==> src/hdl/jtc_pkg.sv <==
// Shared types and constants for the joystick trim and calibration conditioner.
// Used by the channel interfaces, the scaler, the offset divider and the top level.
`timescale 1ns / 1ps

package jtc_pkg;

   // Number of samples averaged by one zero calibration.
   localparam int CAL_SAMPLES = 10;

   localparam int RAW_W      = 12;
   localparam int OUT_W      = 10;
   localparam int RAW_FULL   = 4095;
   localparam int OUT_MAX    = 1000;
   localparam int TRIM_W     = 11;
   localparam int TRIM_STEP  = 10;
   localparam int TRIM_LIMIT = 1000;
   localparam int OFS_W      = 13;
   localparam int DIFF_W     = RAW_W + 1;
   localparam int NUM_CH     = 4;
   localparam int CSR_IDX_W  = 2;

   // Calibration sum: magnitude bound is RAW_FULL * CAL_SAMPLES, plus a sign bit.
   localparam int SUM_W = $clog2(RAW_FULL * CAL_SAMPLES + 1) + 1;
   localparam int MAG_W = SUM_W - 1;
   localparam int CNT_W = $clog2(CAL_SAMPLES + 1);

   // Exact reciprocal for dividing a MAG_W-bit magnitude by CAL_SAMPLES.
   localparam int DIV_SHIFT = MAG_W + $clog2(CAL_SAMPLES);
   localparam int MULT_W    = DIV_SHIFT + 1;
   localparam int DIV_MULT  = ((1 << DIV_SHIFT) + CAL_SAMPLES - 1) / CAL_SAMPLES;

   // Channel order inside the per-channel arrays.
   localparam int CH_THROTTLE = 0;
   localparam int CH_YAW      = 1;
   localparam int CH_PITCH    = 2;
   localparam int CH_ROLL     = 3;

   typedef enum logic [2:0] {
      KEY_NONE        = 3'd0,
      KEY_UP          = 3'd1,
      KEY_DN          = 3'd2,
      KEY_LT          = 3'd3,
      KEY_RT          = 3'd4,
      KEY_TOP_LT      = 3'd5,
      KEY_TOP_RT      = 3'd6,
      KEY_TOP_LT_LONG = 3'd7
   } key_code_type;

   typedef enum logic {
      MODE_SAMPLE = 1'b0,
      MODE_KEY    = 1'b1
   } mode_type;

   // Reset values of the zero reference registers, in channel order.
   localparam logic [RAW_W-1:0] REF_RESET [NUM_CH] = '{12'd0, 12'd500, 12'd500, 12'd500};

   typedef struct packed {
      logic             mode;
      logic [RAW_W-1:0] throttle_raw;
      logic [RAW_W-1:0] yaw_raw;
      logic [RAW_W-1:0] pitch_raw;
      logic [RAW_W-1:0] roll_raw;
      logic [2:0]       key_code;
   } jtc_req_type;

   typedef struct packed {
      logic [OUT_W-1:0] throttle_out;
      logic [OUT_W-1:0] yaw_out;
      logic [OUT_W-1:0] pitch_out;
      logic [OUT_W-1:0] roll_out;
      logic             shutdown_flag;
      logic             altitude_hold_flag;
   } jtc_rsp_type;

   typedef struct packed {
      logic [CSR_IDX_W-1:0] index;
      logic [RAW_W-1:0]     value;
   } jtc_csr_type;

endpackage

==> src/hdl/jtc_req_if.sv <==
// Input channel: joystick samples and key events with a valid/ready handshake.
// Depends on jtc_pkg for the word layout.
`timescale 1ns / 1ps

interface jtc_req_if;
   import jtc_pkg::*;

   logic        valid;
   logic        ready;
   jtc_req_type data;

   modport source (output valid, output data, input ready);
   modport sink (input valid, input data, output ready);
endinterface

==> src/hdl/jtc_rsp_if.sv <==
// Result channel: conditioned stick values and flags with a valid/ready handshake.
// Depends on jtc_pkg for the word layout.
`timescale 1ns / 1ps

interface jtc_rsp_if;
   import jtc_pkg::*;

   logic        valid;
   logic        ready;
   jtc_rsp_type data;

   modport source (output valid, output data, input ready);
   modport sink (input valid, input data, output ready);
endinterface

==> src/hdl/jtc_csr_if.sv <==
// Configuration write channel: register index and write data with valid/ready.
// Depends on jtc_pkg for the word layout.
`timescale 1ns / 1ps

interface jtc_csr_if;
   import jtc_pkg::*;

   logic        valid;
   logic        ready;
   jtc_csr_type data;

   modport source (output valid, output data, input ready);
   modport sink (input valid, input data, output ready);
endinterface

==> src/hdl/joystick_trim_calibrate_conditioner.sv <==
// Joystick conditioner: scaling, zero offset, key trim and zero calibration.
// A sample word passes the input stage, then the result stage. One word per cycle
// while results are taken; the input stage holds after the last calibration sample
// while the new offsets are divided out. Key words produce no result. Synchronous
// reset clears trims, offsets, calibration and flags and loads reference defaults.
`timescale 1ns / 1ps

module joystick_trim_calibrate_conditioner (
   input logic    clock,
   input logic    reset,
   jtc_req_if.sink   req_if,
   jtc_rsp_if.source rsp_if,
   jtc_csr_if.sink   csr_if
);
   import jtc_pkg::*;

   localparam int V_W = 15;
   localparam logic signed [V_W-1:0]    V_MAX   = V_W'(OUT_MAX);
   localparam logic signed [TRIM_W:0]   TRIM_HI = (TRIM_W + 1)'(TRIM_LIMIT);
   localparam logic signed [TRIM_W:0]   TRIM_LO = -TRIM_HI;
   localparam logic signed [TRIM_W:0]   STEP_V  = (TRIM_W + 1)'(TRIM_STEP);

   function automatic logic signed [TRIM_W-1:0] trim_add(
      input logic signed [TRIM_W-1:0] t,
      input logic                     up
   );
      logic signed [TRIM_W:0] v;
      begin
         v = up ? ($signed({t[TRIM_W-1], t}) + STEP_V) : ($signed({t[TRIM_W-1], t}) - STEP_V);
         if (v > TRIM_HI) begin
            v = TRIM_HI;
         end else if (v < TRIM_LO) begin
            v = TRIM_LO;
         end
         return v[TRIM_W-1:0];
      end
   endfunction

   function automatic logic [OUT_W-1:0] clamp_out(input logic signed [V_W-1:0] v);
      begin
         if (v < 0) begin
            return '0;
         end else if (v > V_MAX) begin
            return OUT_W'(OUT_MAX);
         end
         return v[OUT_W-1:0];
      end
   endfunction

   // Input stage
   logic              a_valid_ff, a_valid_in;
   jtc_req_type       a_req_ff;
   logic [OUT_W-1:0]  a_scaled_ff [NUM_CH];
   logic [OUT_W-1:0]  req_scaled [NUM_CH];
   logic [RAW_W-1:0]  req_raw [NUM_CH];
   logic [RAW_W-1:0]  a_raw [NUM_CH];

   // Result stage
   logic              rsp_valid_ff, rsp_valid_in;
   jtc_rsp_type       rsp_data_ff, rsp_data_in;

   // Block state
   logic [RAW_W-1:0]          ref_ff [NUM_CH];
   logic [RAW_W-1:0]          ref_in [NUM_CH];
   logic signed [OFS_W-1:0]   ofs_ff [NUM_CH];
   logic signed [OFS_W-1:0]   ofs_in [NUM_CH];
   logic signed [SUM_W-1:0]   sum_ff [NUM_CH];
   logic signed [SUM_W-1:0]   sum_in [NUM_CH];
   logic signed [OFS_W-1:0]   div_quot [NUM_CH];
   logic signed [TRIM_W-1:0]  pitch_trim_ff, pitch_trim_in;
   logic signed [TRIM_W-1:0]  roll_trim_ff, roll_trim_in;
   logic [CNT_W-1:0]          count_ff, count_in;
   logic                      calib_ff, calib_in;
   logic                      div_pending_ff, div_pending_in;
   logic                      shutdown_ff, shutdown_in;
   logic                      altitude_ff, altitude_in;

   logic                      out_free;
   logic                      a_is_key;
   logic                      a_fire;
   logic                      req_fire;
   logic                      csr_fire;
   logic signed [V_W-1:0]     chan_v [NUM_CH];
   logic [OUT_W-1:0]          chan_out [NUM_CH];
   logic signed [SUM_W-1:0]   diff_ext [NUM_CH];
   logic signed [DIFF_W-1:0]  diff [NUM_CH];

   assign req_raw[CH_THROTTLE] = req_if.data.throttle_raw;
   assign req_raw[CH_YAW]      = req_if.data.yaw_raw;
   assign req_raw[CH_PITCH]    = req_if.data.pitch_raw;
   assign req_raw[CH_ROLL]     = req_if.data.roll_raw;

   assign a_raw[CH_THROTTLE] = a_req_ff.throttle_raw;
   assign a_raw[CH_YAW]      = a_req_ff.yaw_raw;
   assign a_raw[CH_PITCH]    = a_req_ff.pitch_raw;
   assign a_raw[CH_ROLL]     = a_req_ff.roll_raw;

   for (genvar g = 0; g < NUM_CH; g++) begin : g_chan
      jtc_scale u_scale (
         .raw    (req_raw[g]),
         .scaled (req_scaled[g])
      );

      jtc_div u_div (
         .sum  (sum_ff[g]),
         .quot (div_quot[g])
      );
   end

   // A key word never needs the result register; a sample waits for it. While the
   // new offsets are being divided out, the word in the input stage holds.
   assign out_free = !rsp_valid_ff || rsp_if.ready;
   assign a_is_key = (a_req_ff.mode == MODE_KEY);
   assign a_fire   = a_valid_ff && !div_pending_ff && (a_is_key || out_free);
   assign req_fire = req_if.valid && req_if.ready;
   assign csr_fire = csr_if.valid && csr_if.ready;

   assign req_if.ready = !a_valid_ff || a_fire;
   assign csr_if.ready = 1'b1;
   assign rsp_if.valid = rsp_valid_ff;
   assign rsp_if.data  = rsp_data_ff;

   // Conditioning of the word in the input stage.
   always_comb begin
      for (int i = 0; i < NUM_CH; i++) begin
         chan_v[i] = $signed({{(V_W - OUT_W){1'b0}}, a_scaled_ff[i]})
                   - $signed({{(V_W - OFS_W){ofs_ff[i][OFS_W-1]}}, ofs_ff[i]});
         if (i == CH_PITCH) begin
            chan_v[i] = chan_v[i]
                      + $signed({{(V_W - TRIM_W){pitch_trim_ff[TRIM_W-1]}}, pitch_trim_ff});
         end else if (i == CH_ROLL) begin
            chan_v[i] = chan_v[i]
                      + $signed({{(V_W - TRIM_W){roll_trim_ff[TRIM_W-1]}}, roll_trim_ff});
         end
         chan_out[i] = clamp_out(chan_v[i]);
         diff[i]     = $signed({1'b0, a_raw[i]}) - $signed({1'b0, ref_ff[i]});
         diff_ext[i] = $signed({{(SUM_W - DIFF_W){diff[i][DIFF_W-1]}}, diff[i]});
      end

      rsp_data_in.throttle_out       = chan_out[CH_THROTTLE];
      rsp_data_in.yaw_out            = chan_out[CH_YAW];
      rsp_data_in.pitch_out          = chan_out[CH_PITCH];
      rsp_data_in.roll_out           = chan_out[CH_ROLL];
      rsp_data_in.shutdown_flag      = shutdown_ff;
      rsp_data_in.altitude_hold_flag = altitude_ff;
   end

   // Next state of the handshake stages and of the block state.
   always_comb begin
      a_valid_in     = a_valid_ff;
      rsp_valid_in   = rsp_valid_ff;
      ref_in         = ref_ff;
      ofs_in         = ofs_ff;
      sum_in         = sum_ff;
      pitch_trim_in  = pitch_trim_ff;
      roll_trim_in   = roll_trim_ff;
      count_in       = count_ff;
      calib_in       = calib_ff;
      div_pending_in = div_pending_ff;
      shutdown_in    = shutdown_ff;
      altitude_in    = altitude_ff;

      if (req_fire) begin
         a_valid_in = 1'b1;
      end else if (a_fire) begin
         a_valid_in = 1'b0;
      end

      if (a_fire && !a_is_key) begin
         rsp_valid_in = 1'b1;
      end else if (rsp_if.ready) begin
         rsp_valid_in = 1'b0;
      end

      if (csr_fire) begin
         ref_in[csr_if.data.index] = csr_if.data.value;
      end

      // The final sums were stored last cycle; turn them into offsets.
      if (div_pending_ff) begin
         for (int i = 0; i < NUM_CH; i++) begin
            ofs_in[i] = div_quot[i];
            sum_in[i] = '0;
         end
         div_pending_in = 1'b0;
      end

      if (a_fire) begin
         if (a_is_key) begin
            unique case (a_req_ff.key_code)
               KEY_UP:     pitch_trim_in = trim_add(pitch_trim_ff, 1'b1);
               KEY_DN:     pitch_trim_in = trim_add(pitch_trim_ff, 1'b0);
               KEY_LT:     roll_trim_in  = trim_add(roll_trim_ff, 1'b0);
               KEY_RT:     roll_trim_in  = trim_add(roll_trim_ff, 1'b1);
               KEY_TOP_LT: shutdown_in   = 1'b1;
               KEY_TOP_RT: altitude_in   = 1'b1;
               KEY_TOP_LT_LONG: begin
                  pitch_trim_in = '0;
                  roll_trim_in  = '0;
                  for (int i = 0; i < NUM_CH; i++) begin
                     sum_in[i] = '0;
                  end
                  count_in = '0;
                  calib_in = 1'b1;
               end
               default: ;
            endcase
         end else if (calib_ff) begin
            for (int i = 0; i < NUM_CH; i++) begin
               sum_in[i] = sum_ff[i] + diff_ext[i];
            end
            if (count_ff == CNT_W'(CAL_SAMPLES - 1)) begin
               count_in       = '0;
               calib_in       = 1'b0;
               div_pending_in = 1'b1;
            end else begin
               count_in = count_ff + CNT_W'(1);
            end
         end
      end
   end

   always_ff @(posedge clock) begin
      if (reset) begin
         a_valid_ff     <= 1'b0;
         rsp_valid_ff   <= 1'b0;
         ref_ff         <= REF_RESET;
         pitch_trim_ff  <= '0;
         roll_trim_ff   <= '0;
         count_ff       <= '0;
         calib_ff       <= 1'b0;
         div_pending_ff <= 1'b0;
         shutdown_ff    <= 1'b0;
         altitude_ff    <= 1'b0;
         for (int i = 0; i < NUM_CH; i++) begin
            ofs_ff[i] <= '0;
            sum_ff[i] <= '0;
         end
      end else begin
         a_valid_ff     <= a_valid_in;
         rsp_valid_ff   <= rsp_valid_in;
         ref_ff         <= ref_in;
         ofs_ff         <= ofs_in;
         sum_ff         <= sum_in;
         pitch_trim_ff  <= pitch_trim_in;
         roll_trim_ff   <= roll_trim_in;
         count_ff       <= count_in;
         calib_ff       <= calib_in;
         div_pending_ff <= div_pending_in;
         shutdown_ff    <= shutdown_in;
         altitude_ff    <= altitude_in;
      end
   end

   // Payload registers load on their stage's handshake and need no reset.
   always_ff @(posedge clock) begin
      if (req_fire) begin
         a_req_ff    <= req_if.data;
         a_scaled_ff <= req_scaled;
      end
      if (a_fire && !a_is_key) begin
         rsp_data_ff <= rsp_data_in;
      end
   end

endmodule

==> src/hdl/jtc_scale.sv <==
// Scales and inverts one raw converter sample to 1000 - raw*1000/4095, truncating.
// Depends on jtc_pkg for widths and constants.
`timescale 1ns / 1ps

module jtc_scale (
   input  logic [jtc_pkg::RAW_W-1:0] raw,
   output logic [jtc_pkg::OUT_W-1:0] scaled
);
   import jtc_pkg::*;

   localparam int PROD_W = RAW_W + OUT_W;

   logic [PROD_W-1:0] prod;
   logic [OUT_W-1:0]  quot_lo;
   logic [RAW_W:0]    rem;
   logic [OUT_W-1:0]  quot;

   // n/4095 is n/4096 or one more: the remainder against 4095 is
   // (n mod 4096) + floor(n/4096), which stays below twice 4095.
   always_comb begin
      prod    = PROD_W'(raw) * PROD_W'(OUT_MAX);
      quot_lo = prod[PROD_W-1 -: OUT_W];
      rem     = {1'b0, prod[RAW_W-1:0]} + (RAW_W + 1)'(quot_lo);
      quot    = (rem >= (RAW_W + 1)'(RAW_FULL)) ? quot_lo + OUT_W'(1) : quot_lo;
      scaled  = OUT_W'(OUT_MAX) - quot;
   end

endmodule

==> src/hdl/jtc_div.sv <==
// Divides a signed calibration sum by CAL_SAMPLES, truncating toward zero.
// Uses an exact reciprocal multiply on the magnitude; depends on jtc_pkg.
`timescale 1ns / 1ps

module jtc_div (
   input  logic signed [jtc_pkg::SUM_W-1:0] sum,
   output logic signed [jtc_pkg::OFS_W-1:0] quot
);
   import jtc_pkg::*;

   localparam int               PROD_W     = MAG_W + MULT_W;
   localparam logic [MULT_W-1:0] DIV_MULT_V = MULT_W'(DIV_MULT);

   logic              neg;
   logic [SUM_W-1:0]  mag_full;
   logic [MAG_W-1:0]  mag;
   logic [PROD_W-1:0] prod;
   logic [OFS_W-2:0]  quot_mag;

   always_comb begin
      neg      = sum[SUM_W-1];
      mag_full = neg ? (-sum) : sum;
      mag      = mag_full[MAG_W-1:0];
      prod     = {{MULT_W{1'b0}}, mag} * {{MAG_W{1'b0}}, DIV_MULT_V};
      quot_mag = prod[DIV_SHIFT +: (OFS_W - 1)];
      quot     = neg ? -$signed({1'b0, quot_mag}) : $signed({1'b0, quot_mag});
   end

endmodule
==> src/flat_wrapper.sv <==
// flat-port wrapper written by rule: the top's interface ports become plain ports
module joystick_trim_calibrate_conditioner_flat import jtc_pkg::*;
  (clock, reset, req_if_valid, req_if_data, req_if_ready, rsp_if_valid, rsp_if_data, rsp_if_ready, csr_if_valid, csr_if_data, csr_if_ready);
  jtc_req_if req_if_i ();
  jtc_rsp_if rsp_if_i ();
  jtc_csr_if csr_if_i ();
  input logic clock;
  input logic reset;
  input wire logic [$bits(req_if_i.valid)-1:0] req_if_valid;
  input wire logic [$bits(req_if_i.data)-1:0] req_if_data;
  output wire logic [$bits(req_if_i.ready)-1:0] req_if_ready;
  output wire logic [$bits(rsp_if_i.valid)-1:0] rsp_if_valid;
  output wire logic [$bits(rsp_if_i.data)-1:0] rsp_if_data;
  input wire logic [$bits(rsp_if_i.ready)-1:0] rsp_if_ready;
  input wire logic [$bits(csr_if_i.valid)-1:0] csr_if_valid;
  input wire logic [$bits(csr_if_i.data)-1:0] csr_if_data;
  output wire logic [$bits(csr_if_i.ready)-1:0] csr_if_ready;
  assign req_if_i.valid = req_if_valid;
  assign req_if_i.data = req_if_data;
  assign req_if_ready = req_if_i.ready;
  assign rsp_if_valid = rsp_if_i.valid;
  assign rsp_if_data = rsp_if_i.data;
  assign rsp_if_i.ready = rsp_if_ready;
  assign csr_if_i.valid = csr_if_valid;
  assign csr_if_i.data = csr_if_data;
  assign csr_if_ready = csr_if_i.ready;
  joystick_trim_calibrate_conditioner u_core (.clock(clock), .reset(reset), .req_if(req_if_i), .rsp_if(rsp_if_i), .csr_if(csr_if_i));
endmodule
==> config.mk <==
export PLATFORM = sky130hd
export DESIGN_NAME = joystick_trim_calibrate_conditioner_flat
export DESIGN_NICKNAME = d
export VERILOG_FILES = /design/src/hdl/jtc_pkg.sv /design/src/hdl/jtc_req_if.sv /design/src/hdl/jtc_rsp_if.sv /design/src/hdl/jtc_csr_if.sv /design/src/hdl/joystick_trim_calibrate_conditioner.sv /design/src/hdl/jtc_scale.sv /design/src/hdl/jtc_div.sv /design/src/flat_wrapper.sv
export SDC_FILE = /design/constraint.sdc
export NUM_CORES = 2
export LEC_CHECK = 0
export ABC_AREA = 1
export BUFFER_PORTS_ARGS = -buffer_cell sky130_fd_sc_hd__buf_4
export CAP_MARGIN = 20
export CORE_ASPECT_RATIO = 0.5
export CORE_MARGIN = 8
export CORE_UTILIZATION = 35
export CTS_BUF_LIST = sky130_fd_sc_hd__clkbuf_8
export CTS_CLUSTER_DIAMETER = 100
export DETAILED_ROUTE_END_ITERATION = 8
export PLACE_DENSITY = 0.6
export SYNTH_ARGS = -nofsm -noshare
export SYNTH_HDL_FRONTEND = slang
export SYNTH_SLANG_ARGS = --single-unit
==> constraint.sdc <==
create_clock -name clock -period 12.05 [get_ports clock]
set_input_delay 2.41 -clock clock [delete_from_list [all_inputs] [get_ports clock]]
set_output_delay 2.41 -clock clock [all_outputs]
set_load 0.1 [all_outputs]
==> impl_metrics.toml <==
[min_path]
hp-start = "u_core.shutdown_ff$_SDFFE_PP0P_"
hold_class = "reg -> reg"
min_path_cells = 0
hold_end = "u_core.rsp_if.data[1]$_DFFE_PP_"

[floorplanning]
dieArea_um2 = 167800
coreArea_um2 = 153900
start_util_pct = 35.07
io_pins = 116
rows = 102
die_w_um = 571.4
fp.dieH_um = 293.7

[critical_path]
worstPathArrival_ns = 9.64
crit_fanout = 9
r2r-start = "u_core.sum_ff[17]$_SDFF_PP0_"
cp-start-kind = "register"
critPathCaptureType = "register"
critPathSlowestCell = "a21boi_0"
reg2reg_setup_slack_ns = 3.09
critPathMostFrequentCell = "inv_1"
critPathBufInv = 7
required_ns = 12.73
rr_endpoint = "u_core.ofs_ff[23]$_SDFFE_PP0P_"
cp_top_family = "adder cells"
worst_r2r_path_depth = 34
max_stage_delay_ns = 0.62
crit_type = "reg -> reg"

[timing]
hold_ws_ns = 0.4609
setup_violations = 0
rsz0062_at_grt = "false"
slew_headroom_pct = 30.38
period_needed_ns = 8.959
fin_crit_sh_pct = 74.35
drv_slew = 0
setup_tns_ns = 0
worstMarginPinSlew_ns = 1.041
finClkSkew_ns = 0.05171
final-hold-violation-count = 0
fmax_mhz = 111.6

[final_layout]
fill_cells = 15950
multi_input_area_um2 = 39780
area_growth_pct = 8.597
nets = 8565
layout-drive-gt1-share_pct = 4.697
regArea_um2 = 7993

[placed_design]
place.port_buffers = 114
place.gp.congestion = 0.9809
dp_hpwl_um = 141300

[synth]
synth_compound_area_share_pct = 11.68
synthDistinctLibCells = 62
synth-edff-count = 134
synth-async-reset-ratio_pct = 0
yosys_most_used_dff = "dfxtp_1"
avgSynthCellArea_um2 = 7.709
synth_top_area_share_pct = 20.44
synth_mux_area_share_pct = 0
yosys.area.top_type = "ha_1"
synth_simple_gate_area_share_pct = 16.85
synth_fa_ha_area_share_pct = 39.36
ys_seq_area_share_pct = 14.80
netlist_area_um2 = 53980
synth-xor-area-share_pct = 5.725
syn_inst = 7002
yosysWarnings = 0
synth_top_family_by_area = "adder cells"
synth.area.top_cells = "ha_1 (20%), fa_1 (19%), inv_1 (11%)"
ys_seq_elements = 332

[route]
drt_iter0_markers = 4507
wl_per_cell_um = 18.15
vias = 46680
drt.antenna.violating_nets = 0
route.detailed.drc = 0
post_drt_via_cell_ratio = 5.054
firstDrtPassIters = 6
routed_wl_um = 167600

[grt]
antenna_found_initial = 2
grt_pass1_wl_um = 260000
grt_pass1_vias = 44210
track_usage_pct = 19.59
grt_max_degree = 83
overflow = 0

[outcome]
status = "complete, no violations"

[flow_run]
max_cap_viol_count = 0

[cts]
cts_hold_buf = 0
clockBufferDepth = 3
numCtsBuffers = 60
cts_resized = 0
post_cts_buffers = 0
clk_pin_slew_worst_paths_ns = 0.07
cts_root_buf = "clkbuf_8"
clk_latency_ns = 0.80
htreeDepth = 2
cts.sinks = 332
cts_tree = "yes"
## layer usage
| metal | GRT usage (%) | up-vias | wire length (um) |
|---|---|---|---|
| met4 | 2.275 | 0 | 1669 |
| met2 | 24.30 | 1760 | 58030 |
| li1 | - | 22690 | - |
| met1 | 32.18 | 22110 | 88770 |
| met5 | 0 | - | 0 |
| met3 | 6.467 | 115 | 19180 |
## through the flow
step,setup slack [ns],util (%),cell area (um^2),instances
after floorplan,3.630,-,53990,7004
after global placement,2.654,37.21,57260,9120
after detailed placement,2.715,37.21,57260,9120
after CTS,3.434,38.08,58620,9233
after global routing,2.653,38.09,58620,9235
final,3.091,38.09,58620,9235
## sequential cells by signal, summed over array words and instances (netlist names), 3 cells and up
name and flops:
u_core.ofs_ff 52, u_core.a_raw 48, u_core.ref_ff 48, u_core.a_req_ff 3, u_core.roll_trim_ff 10, u_core.sum_ff 68
u_core.count_ff 4, u_core.a_scaled_ff 40, u_core.pitch_trim_ff 10, u_core.rsp_if.data 42
## cell families (layout without fill, tap and decap cells)
logic type               after synthesis  in the layout
AO/OA/AOI/OAI                       1137           1137
XOR/XNOR                             352            352
adder cells (fa/ha/maj)             1392           1392
buffers and inverters               1657           1806
flip-flops                           332            332
other                                  1              5
AND/OR/NAND/NOR                     2131           2131
## cells in the final DEF, fill, tap and decap left out, drive strengths merged, types with 37 or more instances in the layout
cell and count:
xnor2 97, nand4 63, nor2 485, ha 882, o21ai 399, nand3 328, dfxtp 198, a21oi 510
xor2 255, nand2 1100, a31oi 37, nor3 77, edfxtp 134, o211ai 49, clkbuf 64, buf 141
inv 1561, fa 510
## worst reg2reg max path: cells and delay by family, from the launching register on
family	cells	cell delay (ns)
adder cells (fa/ha/maj)	9	3.31
AND/OR/NAND/NOR	11	1.74
buffers and inverters	7	0.84
flip-flops	1	0.47
XOR/XNOR	2	0.83
AO/OA/AOI/OAI	5	1.66
## area by class of cell
class	instances	area share, %
Sequential cell	332	13.63
Inverter	1552	9.940
Multi-Input combinational cell	5015	67.87
Tap cell	2080	4.439
Clock buffer	64	1.503
Antenna cell	2	0.008537
Clock inverter	49	0.8046
Timing Repair Buffer	141	1.806
## cells in the mapped netlist, types with 10 or more instances
master	number
o211ai_1	49
dfxtp_1	198
nor3_1	77
o21bai_1	24
nor3b_1	10
o21ai_0	387
nand2_2	33
o21a_1	13
a211oi_1	12
o31ai_1	13
nand3_1	317
xnor2_1	97
inv_1	1540
nor4_1	13
nand3_2	10
ha_1	882
fa_1	510
a21oi_1	506
nand4_1	63
xor2_1	254
a21o_1	27
or2_2	17
edfxtp_1	134
nor2_1	477
clkbuf_1	91
a31oi_1	37
a221oi_1	13
nand3b_1	22
nand2_1	1064
## worst max-delay path by stage
| stage | slack (ns) | start | depth (start not counted) | to |
|---|---|---|---|---|
| finish | 3.09 | u_core.sum_ff[17]$_SDFF_PP0_ | 34 | u_core.ofs_ff[23]$_SDFFE_PP0P_ |
| CTS | 3.43 | u_core.sum_ff[50]$_SDFF_PP0_ | 25 | u_core.ofs_ff[36]$_SDFFE_PP0P_ |
| detailed placement | 2.71 | req_if_data[45] | 38 | u_core.a_scaled_ff[38]$_DFFE_PP_ |
| global placement | 2.65 | req_if_data[45] | 36 | u_core.a_scaled_ff[38]$_DFFE_PP_ |
| global route | 2.65 | u_core.sum_ff[17]$_SDFF_PP0_ | 34 | u_core.ofs_ff[23]$_SDFFE_PP0P_ |
| floorplan | 3.63 | req_if_data[45] | 36 | u_core.a_scaled_ff[38]$_DFFE_PP_ |
Power is left out: the tool's default activity adds up to more than one toggle a clock period on the data nets, which glitch-free logic cannot reach.
